===== src/rtl/csfd_pkg.sv =====
// ----------------------------------------------------------------------------
// csfd_pkg
// Constants and helpers for the checksum frame resync deframer.
// ----------------------------------------------------------------------------
package csfd_pkg;

  localparam int FRAME_LEN = 300;
  localparam int CNT_W     = $clog2(FRAME_LEN + 1);
  localparam int PTR_W     = $clog2(FRAME_LEN);

  localparam logic [CNT_W-1:0] LEN_C      = CNT_W'(FRAME_LEN);
  localparam logic [CNT_W-1:0] LAST_IDX   = CNT_W'(FRAME_LEN - 1);
  localparam logic [CNT_W-1:0] KEEP_SLIDE = CNT_W'(FRAME_LEN - 4);
  localparam logic [CNT_W-1:0] TYPE_IDX   = CNT_W'(4);

  localparam logic [31:0] HDR_WORD = 32'h55AA_EB90;

  localparam logic [1:0] REG_TYPE_A = 2'd0;
  localparam logic [1:0] REG_TYPE_B = 2'd1;
  localparam logic [1:0] REG_TYPE_C = 2'd2;

  // Ring address: (a + b) mod FRAME_LEN, both operands below FRAME_LEN.
  function automatic logic [PTR_W-1:0] ring_add(input logic [PTR_W-1:0] a,
                                                input logic [CNT_W-1:0] b);
    logic [CNT_W:0] s;
    s = (CNT_W+1)'(a) + (CNT_W+1)'(b);
    if (s >= (CNT_W+1)'(FRAME_LEN)) s = s - (CNT_W+1)'(FRAME_LEN);
    return s[PTR_W-1:0];
  endfunction

endpackage


===== src/rtl/csfd_ram.sv =====
// ----------------------------------------------------------------------------
// csfd_ram
// Generic simple dual-port RAM, one write port, registered read port.
// ----------------------------------------------------------------------------
module csfd_ram #(
  parameter int WIDTH = 8,
  parameter int DEPTH = 256
) (
  input  logic                     clk,
  input  logic                     we,
  input  logic [$clog2(DEPTH)-1:0] waddr,
  input  logic [WIDTH-1:0]         wdata,
  input  logic                     re,
  input  logic [$clog2(DEPTH)-1:0] raddr,
  output logic [WIDTH-1:0]         rdata
);

  logic [WIDTH-1:0] mem [DEPTH];

  always_ff @(posedge clk) begin
    if (we) begin
      mem[waddr] <= wdata;
    end
    if (re) begin
      rdata <= mem[raddr];
    end
  end

endmodule


===== src/rtl/checksum_frame_resync_deframer.sv =====
// A byte is taken while in_stall is low; one that completes a frame starts a
// check pass through the frame store's read port. A good frame then sends its
// words, each gathered from the store byte by byte and then transferred; the
// next word is read only once the previous one is taken. A bad frame rescans
// the store. in_stall is high throughout. Reset (rst_n low, synchronous)
// empties the store, clears both counters and loads type codes 2, 1, 3.
module checksum_frame_resync_deframer
  import csfd_pkg::*;
(
  input  logic        clk,
  input  logic        rst_n,
  input  logic        in_valid,
  output logic        in_stall,
  input  logic [7:0]  in_rx_byte,
  output logic        out_valid,
  input  logic        out_stall,
  output logic [63:0] out_frame_word,
  output logic [3:0]  out_word_bytes,
  output logic        out_last_word,
  output logic [7:0]  out_frame_type,
  output logic [31:0] out_dropped_total,
  output logic [31:0] out_corrupt_total,
  input  logic        cfg_wr_en,
  input  logic [1:0]  cfg_index,
  input  logic [7:0]  cfg_wdata
);

  localparam logic [2:0] S_IDLE  = 3'd0;
  localparam logic [2:0] S_CHECK = 3'd1;
  localparam logic [2:0] S_EMIT  = 3'd2;
  localparam logic [2:0] S_OUT   = 3'd3;
  localparam logic [2:0] S_SCAN  = 3'd4;

  logic [2:0]       state_r;
  logic [PTR_W-1:0] head_r;
  logic [CNT_W-1:0] fill_r, idx_r, didx_r;
  logic             synced_r, dv_r, word_done_r;
  logic [31:0]      win_r, sw_r;
  logic [7:0]       sum_r, type_r;
  logic [31:0]      dropped_r, corrupt_r;
  logic [7:0]       code_a_r, code_b_r, code_c_r;
  logic [63:0]      word_r;
  logic [3:0]       nbytes_r;
  logic             last_r;

  logic             in_xfer, out_xfer, rd_en;
  logic [7:0]       rd_data;
  logic [CNT_W-1:0] fill_inc;
  logic [31:0]      win_nxt, sw_nxt;
  logic             type_ok, frame_good;

  assign in_stall = (state_r != S_IDLE);
  assign in_xfer  = in_valid && !in_stall;
  assign out_xfer = out_valid && !out_stall;
  assign fill_inc = fill_r + CNT_W'(1);
  assign win_nxt  = {win_r[23:0], in_rx_byte};
  assign sw_nxt   = {sw_r[23:0], rd_data};
  assign type_ok  = (type_r == code_a_r) || (type_r == code_b_r) || (type_r == code_c_r);
  assign frame_good = (sum_r == rd_data) && type_ok;

  always_comb begin
    rd_en = 1'b0;
    unique case (state_r)
      S_CHECK, S_SCAN: rd_en = (idx_r < LEN_C);
      S_EMIT:          rd_en = !word_done_r && (idx_r < LEN_C);
      default:         rd_en = 1'b0;
    endcase
  end

  csfd_ram #(.WIDTH(8), .DEPTH(FRAME_LEN)) u_store (
    .clk   (clk),
    .we    (in_xfer),
    .waddr (ring_add(head_r, fill_r)),
    .wdata (in_rx_byte),
    .re    (rd_en),
    .raddr (ring_add(head_r, idx_r)),
    .rdata (rd_data)
  );

  always_ff @(posedge clk) begin
    if (!rst_n) begin
      code_a_r <= 8'd2;
      code_b_r <= 8'd1;
      code_c_r <= 8'd3;
    end else if (cfg_wr_en) begin
      unique case (cfg_index)
        REG_TYPE_A: code_a_r <= cfg_wdata;
        REG_TYPE_B: code_b_r <= cfg_wdata;
        REG_TYPE_C: code_c_r <= cfg_wdata;
        default: ;
      endcase
    end
  end

  always_ff @(posedge clk) begin
    if (!rst_n) begin
      state_r     <= S_IDLE;
      head_r      <= '0;
      fill_r      <= '0;
      idx_r       <= '0;
      didx_r      <= '0;
      synced_r    <= 1'b0;
      dv_r        <= 1'b0;
      word_done_r <= 1'b0;
      win_r       <= '0;
      sw_r        <= '0;
      dropped_r   <= '0;
      corrupt_r   <= '0;
      sum_r       <= '0;
      type_r      <= '0;
      word_r      <= '0;
      nbytes_r    <= '0;
      last_r      <= 1'b0;
    end else begin
      dv_r   <= rd_en;
      didx_r <= idx_r;
      if (rd_en) idx_r <= idx_r + CNT_W'(1);
      unique case (state_r)
        S_IDLE: begin
          if (in_xfer) begin
            win_r <= win_nxt;
            if (synced_r) begin
              fill_r <= fill_inc;
              if (fill_inc == LEN_C) begin
                state_r <= S_CHECK;
                idx_r   <= '0;
                sum_r   <= '0;
              end
            end else begin
              if (fill_inc == CNT_W'(5)) begin
                head_r    <= ring_add(head_r, CNT_W'(1));
                fill_r    <= CNT_W'(4);
                dropped_r <= dropped_r + 32'd1;
              end else begin
                fill_r <= fill_inc;
              end
              synced_r <= (fill_inc >= CNT_W'(4)) && (win_nxt == HDR_WORD);
            end
          end
        end
        S_CHECK: begin
          if (dv_r) begin
            if (didx_r == TYPE_IDX) type_r <= rd_data;
            if (didx_r != LAST_IDX) begin
              sum_r <= sum_r + rd_data;
            end else if (frame_good) begin
              state_r     <= S_EMIT;
              idx_r       <= '0;
              word_r      <= '0;
              word_done_r <= 1'b0;
            end else begin
              state_r   <= S_SCAN;
              corrupt_r <= corrupt_r + 32'd1;
              idx_r     <= CNT_W'(1);
              sw_r      <= '0;
            end
          end
        end
        S_EMIT: begin
          if (rd_en && (idx_r[2:0] == 3'd7 || idx_r == LAST_IDX)) word_done_r <= 1'b1;
          if (dv_r) begin
            word_r[8*didx_r[2:0] +: 8] <= rd_data;
            if (didx_r[2:0] == 3'd7 || didx_r == LAST_IDX) begin
              state_r  <= S_OUT;
              nbytes_r <= {1'b0, didx_r[2:0]} + 4'd1;
              last_r   <= (didx_r == LAST_IDX);
            end
          end
        end
        S_OUT: begin
          if (out_xfer) begin
            word_r      <= '0;
            word_done_r <= 1'b0;
            if (last_r) begin
              state_r  <= S_IDLE;
              fill_r   <= '0;
              synced_r <= 1'b0;
            end else begin
              state_r <= S_EMIT;
            end
          end
        end
        S_SCAN: begin
          if (dv_r) begin
            sw_r <= sw_nxt;
            if (didx_r >= CNT_W'(4) && sw_nxt == HDR_WORD) begin
              state_r   <= S_IDLE;
              head_r    <= ring_add(head_r, didx_r - CNT_W'(3));
              fill_r    <= LEN_C - (didx_r - CNT_W'(3));
              dropped_r <= dropped_r + 32'(didx_r - CNT_W'(3));
              synced_r  <= 1'b1;
            end else if (didx_r == LAST_IDX) begin
              state_r   <= S_IDLE;
              head_r    <= ring_add(head_r, KEEP_SLIDE);
              fill_r    <= CNT_W'(4);
              dropped_r <= dropped_r + 32'(KEEP_SLIDE);
              synced_r  <= 1'b0;
            end
          end
        end
        default: state_r <= S_IDLE;
      endcase
    end
  end

  assign out_valid         = (state_r == S_OUT);
  assign out_frame_word    = word_r;
  assign out_word_bytes    = nbytes_r;
  assign out_last_word     = last_r;
  assign out_frame_type    = type_r;
  assign out_dropped_total = dropped_r;
  assign out_corrupt_total = corrupt_r;

endmodule


===== config.mk =====
export PLATFORM = sky130hd
export DESIGN_NAME = checksum_frame_resync_deframer
export DESIGN_NICKNAME = d
export VERILOG_FILES = /design/src/rtl/csfd_pkg.sv /design/src/rtl/csfd_ram.sv /design/src/rtl/checksum_frame_resync_deframer.sv
export SDC_FILE = /design/constraint.sdc
export NUM_CORES = 2
export LEC_CHECK = 0
export BUFFER_PORTS_ARGS = -buffer_cell sky130_fd_sc_hd__buf_2
export CAP_MARGIN = 25
export CORE_UTILIZATION = 35
export CTS_CLUSTER_SIZE = 16
export DETAILED_ROUTE_END_ITERATION = 10
export PLACE_DENSITY = 0.5
export SETUP_SLACK_MARGIN = 0.02
export SYNTH_ARGS = -nofsm -noshare
export SYNTH_HDL_FRONTEND = slang
export SYNTH_HIERARCHICAL = 1
export SYNTH_SLANG_ARGS = --single-unit

===== constraint.sdc =====
create_clock -name clk -period 12.6 [get_ports clk]
set_clock_uncertainty 0.15 [all_clocks]
set_input_delay 0.63 -clock clk [delete_from_list [all_inputs] [get_ports clk]]
set_output_delay 0.63 -clock clk [all_outputs]
set_load 0.005 [all_outputs]

# == Yosys cells after proc, flatten, opt, wreduce, memory -nomap -nowiden ==
# Memory sizes are Yosys's and may differ from the RTL's. A register that Yosys moved wholly into a read port is not among the register bits.
# Index checks and enable logic that the tools add are counted.
# totals
regBits,263
latchBits,0
ram_bits,2400
rom_bits,0
in_bits,23
out_inout_bits,143
elab_cells,214
mem_count,1
# classes
add_sub_neg,22
n_mul,0
div,0
n_lt_le_gt_ge,8
n_eq_ne,37
n_shift,2
muxes,85
bitwise_logic,2
n_reduce_logical,37
# mem_list
memory,words,word_bits,rd,rd_clocked_by_memory_dff,wr,line_no,text
u_store.mem,300,8,1,1,1,csfd_ram.sv:18,logic [WIDTH-1:0] mem [DEPTH];
# ops
op,count
64-bit 2-to-1 mux,5
9-bit 2-to-1 mux,25
32-bit 2-to-1 mux,6
64-bit one-hot mux with 3 select lines,1
24-bit 2-to-1 mux,4
"32-bit by 1-bit adder with 32-bit output, second input constant",2
64-bit bitwise mux,1
"32-bit by 31-bit == test with 1-bit output, second input constant",2
32-bit one-hot mux with 2 select lines,1
"8-bit by 34-bit variable shift with 64-bit output, first input constant",1
8-bit by 34-bit variable part select with 64-bit output,1
"10-bit by 9-bit greater-or-equal comparator with 1-bit output, second input constant",5
24-bit one-hot mux with 2 select lines,1
"9-bit subtractor, second input constant",5
8-bit 2-to-1 mux,5
3-bit 2-to-1 mux,12
9-bit one-hot mux with 2 select lines,2
6-bit negation with 34-bit output,1
32-bit adder,1
"32-bit by 9-bit adder with 32-bit output, second input constant",1
8-bit == test,4
9-bit by 9-bit adder with 10-bit output,3
6-bit AND reduction,5
"2-bit != test, second input constant",14
other kinds (41),85

# == Logic depth before layout (Yosys ltp) ==
# depth
depth_word,8
ltp_mapped,22
ltp_nobuf,18

# == By module ==
# Netlist, hierarchy kept.
# modules_own_cells
mod,n_inst,cells_per_inst,area_each_um2,seq_area_each_um2
csfd_ram,1,4391,93985.1,72309.4
checksum_frame_resync_deframer,1,2205,17439.2,5265.0

# == Least setup slack after synthesis ==
# No wires, ideal clock.
# synth_timing
kind,register to register
start,register head_r[1]
end,register u_store.rdata[0] (read register of u_store.mem) (data pin)
setup_time_ps,273
arrival_ps,4595
t_required_ps,12177
slack_ps,7582
path_stages_with_launch,19
path_buffers,3
path_cell_list,dfxtp_1 -> inv_1 -> fa_1 -> nor2b_1 -> o21ai_0 -> a21boi_0 -> o21ai_0 -> a21oi_1 -> xor2_1 -> o311ai_0 -> a311oi_1 -> buf_2 -> buf_2 -> buf_1 -> or3b_2 -> o22ai_1 -> nor2_1 -> a31oi_1 -> o211ai_2
# synth_between
elab_chain_len,3
elab_cells_between_ends,4
# synth_rtl
element,line_no,text
from (decl),checksum_frame_resync_deframer.sv:35,logic [PTR_W-1:0] head_r;
from (signal assigned),checksum_frame_resync_deframer.sv:131,"head_r <= ring_add(head_r, CNT_W'(1));"
from (signal assigned),checksum_frame_resync_deframer.sv:188,"head_r <= ring_add(head_r, didx_r - CNT_W'(3));"
from (signal assigned),checksum_frame_resync_deframer.sv:194,"head_r <= ring_add(head_r, KEEP_SLIDE);"
9-bit by 9-bit adder with 10-bit output *,csfd_pkg.sv:26,s = (CNT_W+1)'(a) + (CNT_W+1)'(b);
9-bit subtractor / 10-bit by 9-bit greater-or-equal comparator with 1-bit output (equally long branches),csfd_pkg.sv:27,if (s >= (CNT_W+1)'(FRAME_LEN)) s = s - (CNT_W+1)'(FRAME_LEN);
9-bit 2-to-1 mux *,csfd_pkg.sv:27,
to (decl),csfd_ram.sv:15,output logic [WIDTH-1:0] rdata
# Every way passes the cells marked *; elsewhere a longest branch is shown, timed or not.
# A chain may end at the register's enable or synchronous reset.

# == Worst setup path in the final report ==
# layout_timing
start,register head_r[1]
end,register u_store.rdata[1] (read register of u_store.mem) (data pin)
# Same word-level chain as after synthesis.

==> metrics.txt <==
maxcap violations=0; Avg WL per Cell=29.52 microns; Peak VDD IR=between 0.1 and 0.15 mV; CTS tree=done; TritonCTS buffer count=approximately 300; GPL Wtd Cong=about 0.85; post-place setup slack=5.451 ns; layout cell share with drive strength beyond 1=0.1861; Worst R2R End=u_store/rdata[1]; initial antenna violation count=16; Startpoint Class=flip-flop; via count=between 60000 and 70000; P per Cell Area=149.2 nW/um^2; ys flop type=edfxtp_1; FMAX=between 0.1 and 0.15 GHz; R2R setup slack=5.49 ns; Core Area=between 300000 and 400000 sq um; # H-tree levels=5; Crit Path Max Fanout=95; worst r2r path cells=19; Syn-to-layout area delta=13.07%; layout net count=a little under 7000; number of max-slew violations in the final report=0; M1 GR Usage=0.2868; first-pass GRT wire length=about 470000 microns; Hold WC Path Type=in -> reg; Iteration-0 DRC Markers=6699; Die Y=roughly 570 microns; outcome=completed; Initial Utilization=0.3529; die area=320600 sq um; Rel. slew slack=0.2706; gr usage total=0.2019; Die Span X=between 500 and 600 microns; Worst Hold Depth=1; Placed Area=116300 sq um; largest net degree at the start of global routing=between 150 and 200; setup TNS=0 ns; row cnt=206; synth warn=6; Reg clk slew, reported paths=0.06 ns; Crit path required time=between 10 and 15 ns; Worst Hold Launch=in_rx_byte[3]; DP Wirelength=roughly 210000 microns; post-route cell area=about 130000 sq um; Post-CTS Setup Bufs=0; post-cts sizing count=0; Final Hold Viols=0; most common cell after layout, fill and taps aside=edfxtp_1; Pleak=39.40 nW; Post-CTS Hold Buffers=13; Post-Syn Area=~110000 sq um; WP data arrival=slightly below 8 ns; reg2reg start=head_r[1]; vias in the first global route=roughly 63000; DRC Markers=0; Crit. End Element=flip-flop; grt met3 use=0.02964; most frequent cells in the layout=2408 x edfxtp_1, 550 x nor2_1, 494 x mux4_2; Netlist cell types=about 110; Net Count, Synth=around 6700; fin crit share=0.5639; Top Usage Layer GRT=met2; GR Util met2=0.3231; CTS Buffer Depth=4; I/O Pins=166; fill count=28560; EDFF count, synth=2408; Post-Route WL=between 300000 and 400000 microns; 1st-pass router iterations=6; Mapped Cells=between 6000 and 7000; WS Path Type=reg -> reg; root buffer cell=clkbuf_16; vias per inst=~5.7; Seq/Total Area, Yosys=0.6962; post-route setup slack=between 5 and 6 ns; Post-synth ARST share=0; Tmin final=7.105 ns; Hold Path Sink=u_store/mem[264][3]; Syn Area/Cell=roughly 17 sq um; Clock Sinks=approximately 2700; post-route ant nets=0; Layout Utilization=0.3990; final setup violation count=0; clock latency on the worst-skew pair=between 0.9 and 1 ns; I/O Buffers=~170; Congestion Overflow GR=0; unrepaired setup endpoints after global routing=no; Slew @ Worst Pin=1.094 ns; Yosys reg bits=approximately 2700
[through the flow]
stage,power (mW),std cells,hold WS [ns]
3_5_place_dp,10.44,10650,0.2968
2_1_floorplan,10.13,6596,0.2776
3_3_place_gp,10.42,10650,0.2926
4_1_cts,18.97,11200,0.006068
6_report,18.79,11210,0.01670
5_1_grt,19.31,11210,0.01518
[cell usage after synthesis, types with 36 or more instances]
cell         n  share of area
a21o_1      36         0.0024
a21oi_1    272          0.012
a22oi_1    120         0.0081
a32o_1      56         0.0050
and2_1      41         0.0023
and3_1      36         0.0020
buf_2       80         0.0036
buf_6       36         0.0036
clkbuf_1   169         0.0057
dfxtp_1    263          0.047
edfxtp_1  2408           0.65
ha_1        91          0.010
inv_1       58         0.0020
mux2i_1    214          0.019
mux4_1      50          0.012
mux4_2     494           0.10
nand2_1    331          0.011
nand3_1    133         0.0060
nand4_1     52         0.0029
nor2_1     551          0.019
nor3_1      77         0.0035
o21ai_0    121         0.0054
o221ai_1    52         0.0041
o22ai_1     80         0.0045
xnor2_1     70         0.0055
xor2_1      68         0.0053
[final cells by class]
type	instances	area, sq um	area share
clock inverters	170	1644	0.01305
well taps	4160	5205	0.04131
clock buffers	365	7853	0.06233
flip-flops and latches	2671	77570	0.6157
inverters	64	255.2	0.002026
multi-input cells	3479	31350	0.2489
repair buffers	297	2095	0.01663
diodes	2	5.005	0.00003973
[worst max-delay path by stage]
stage          slack [ns]          endpoint  cells after the start       from
2_1_floorplan        7.58  u_store/rdata[0]                     18  head_r[1]
3_3_place_gp         5.02  u_store/rdata[7]                     19  head_r[1]
3_5_place_dp         5.45  u_store/rdata[5]                     19  head_r[1]
4_1_cts              5.48  u_store/rdata[5]                     19  head_r[1]
5_1_grt              5.03  u_store/rdata[5]                     19  head_r[1]
6_report             5.49  u_store/rdata[1]                     19  head_r[1]
[registers in the layout (all words and copies together), names as in the netlist, 9 cells and up]
register,count
didx_r,9
fill_r,9
head_r,9
idx_r,9
out_corrupt_total,32
out_dropped_total,32
out_frame_word,64
sw_r,24
u_store/mem,2400
win_r,24
[layer usage]
metal  share of wire  up-vias
li1                -    27080
met3           0.066      467
met2            0.47     2358
met4           0.027        2
met5        0.000060        -
met1            0.44    33680
[worst max-delay path, stage by stage (launching register included)]
cell and delay, ns:
dfxtp_1 0.53, inv_1 0.20, fa_1 0.49, nor2b_1 0.13, o21ai_0 0.10, a21boi_0 0.36
o21ai_0 0.20, a21oi_1 0.28, xor2_1 0.51, o311ai_0 0.27, a311oi_4 0.30, buf_12 0.56
nor2b_4 0.27, buf_4 0.66, a22oi_1 0.19, nand2_1 0.36, a21oi_1 0.12, a21oi_1 0.44
a21oi_1 0.36, a221oi_1 0.33
[power breakdown]
part | internal [mW] | switching (mW)
combinational | 0.157 | 0.416
clock | 4.93 | 3.61
sequential | 9.66 | 0.0108
[logic make-up (layout without fill, tap and decap cells)]
logic type,Yosys count,count (layout),share of synthesized area
muxes,784,784,0.1335
adders and majority gates,96,96,0.01112
DFF,2671,2671,0.6962
other,0,2,0
AOI/OAI and AO/OA,1021,1021,0.06269
buffers and inverters,446,896,0.02436
xor gates and xnor gates,138,138,0.01085
and+or+nand+nor,1440,1440,0.06129
Note: power is estimated with default switching activity, not from simulation.
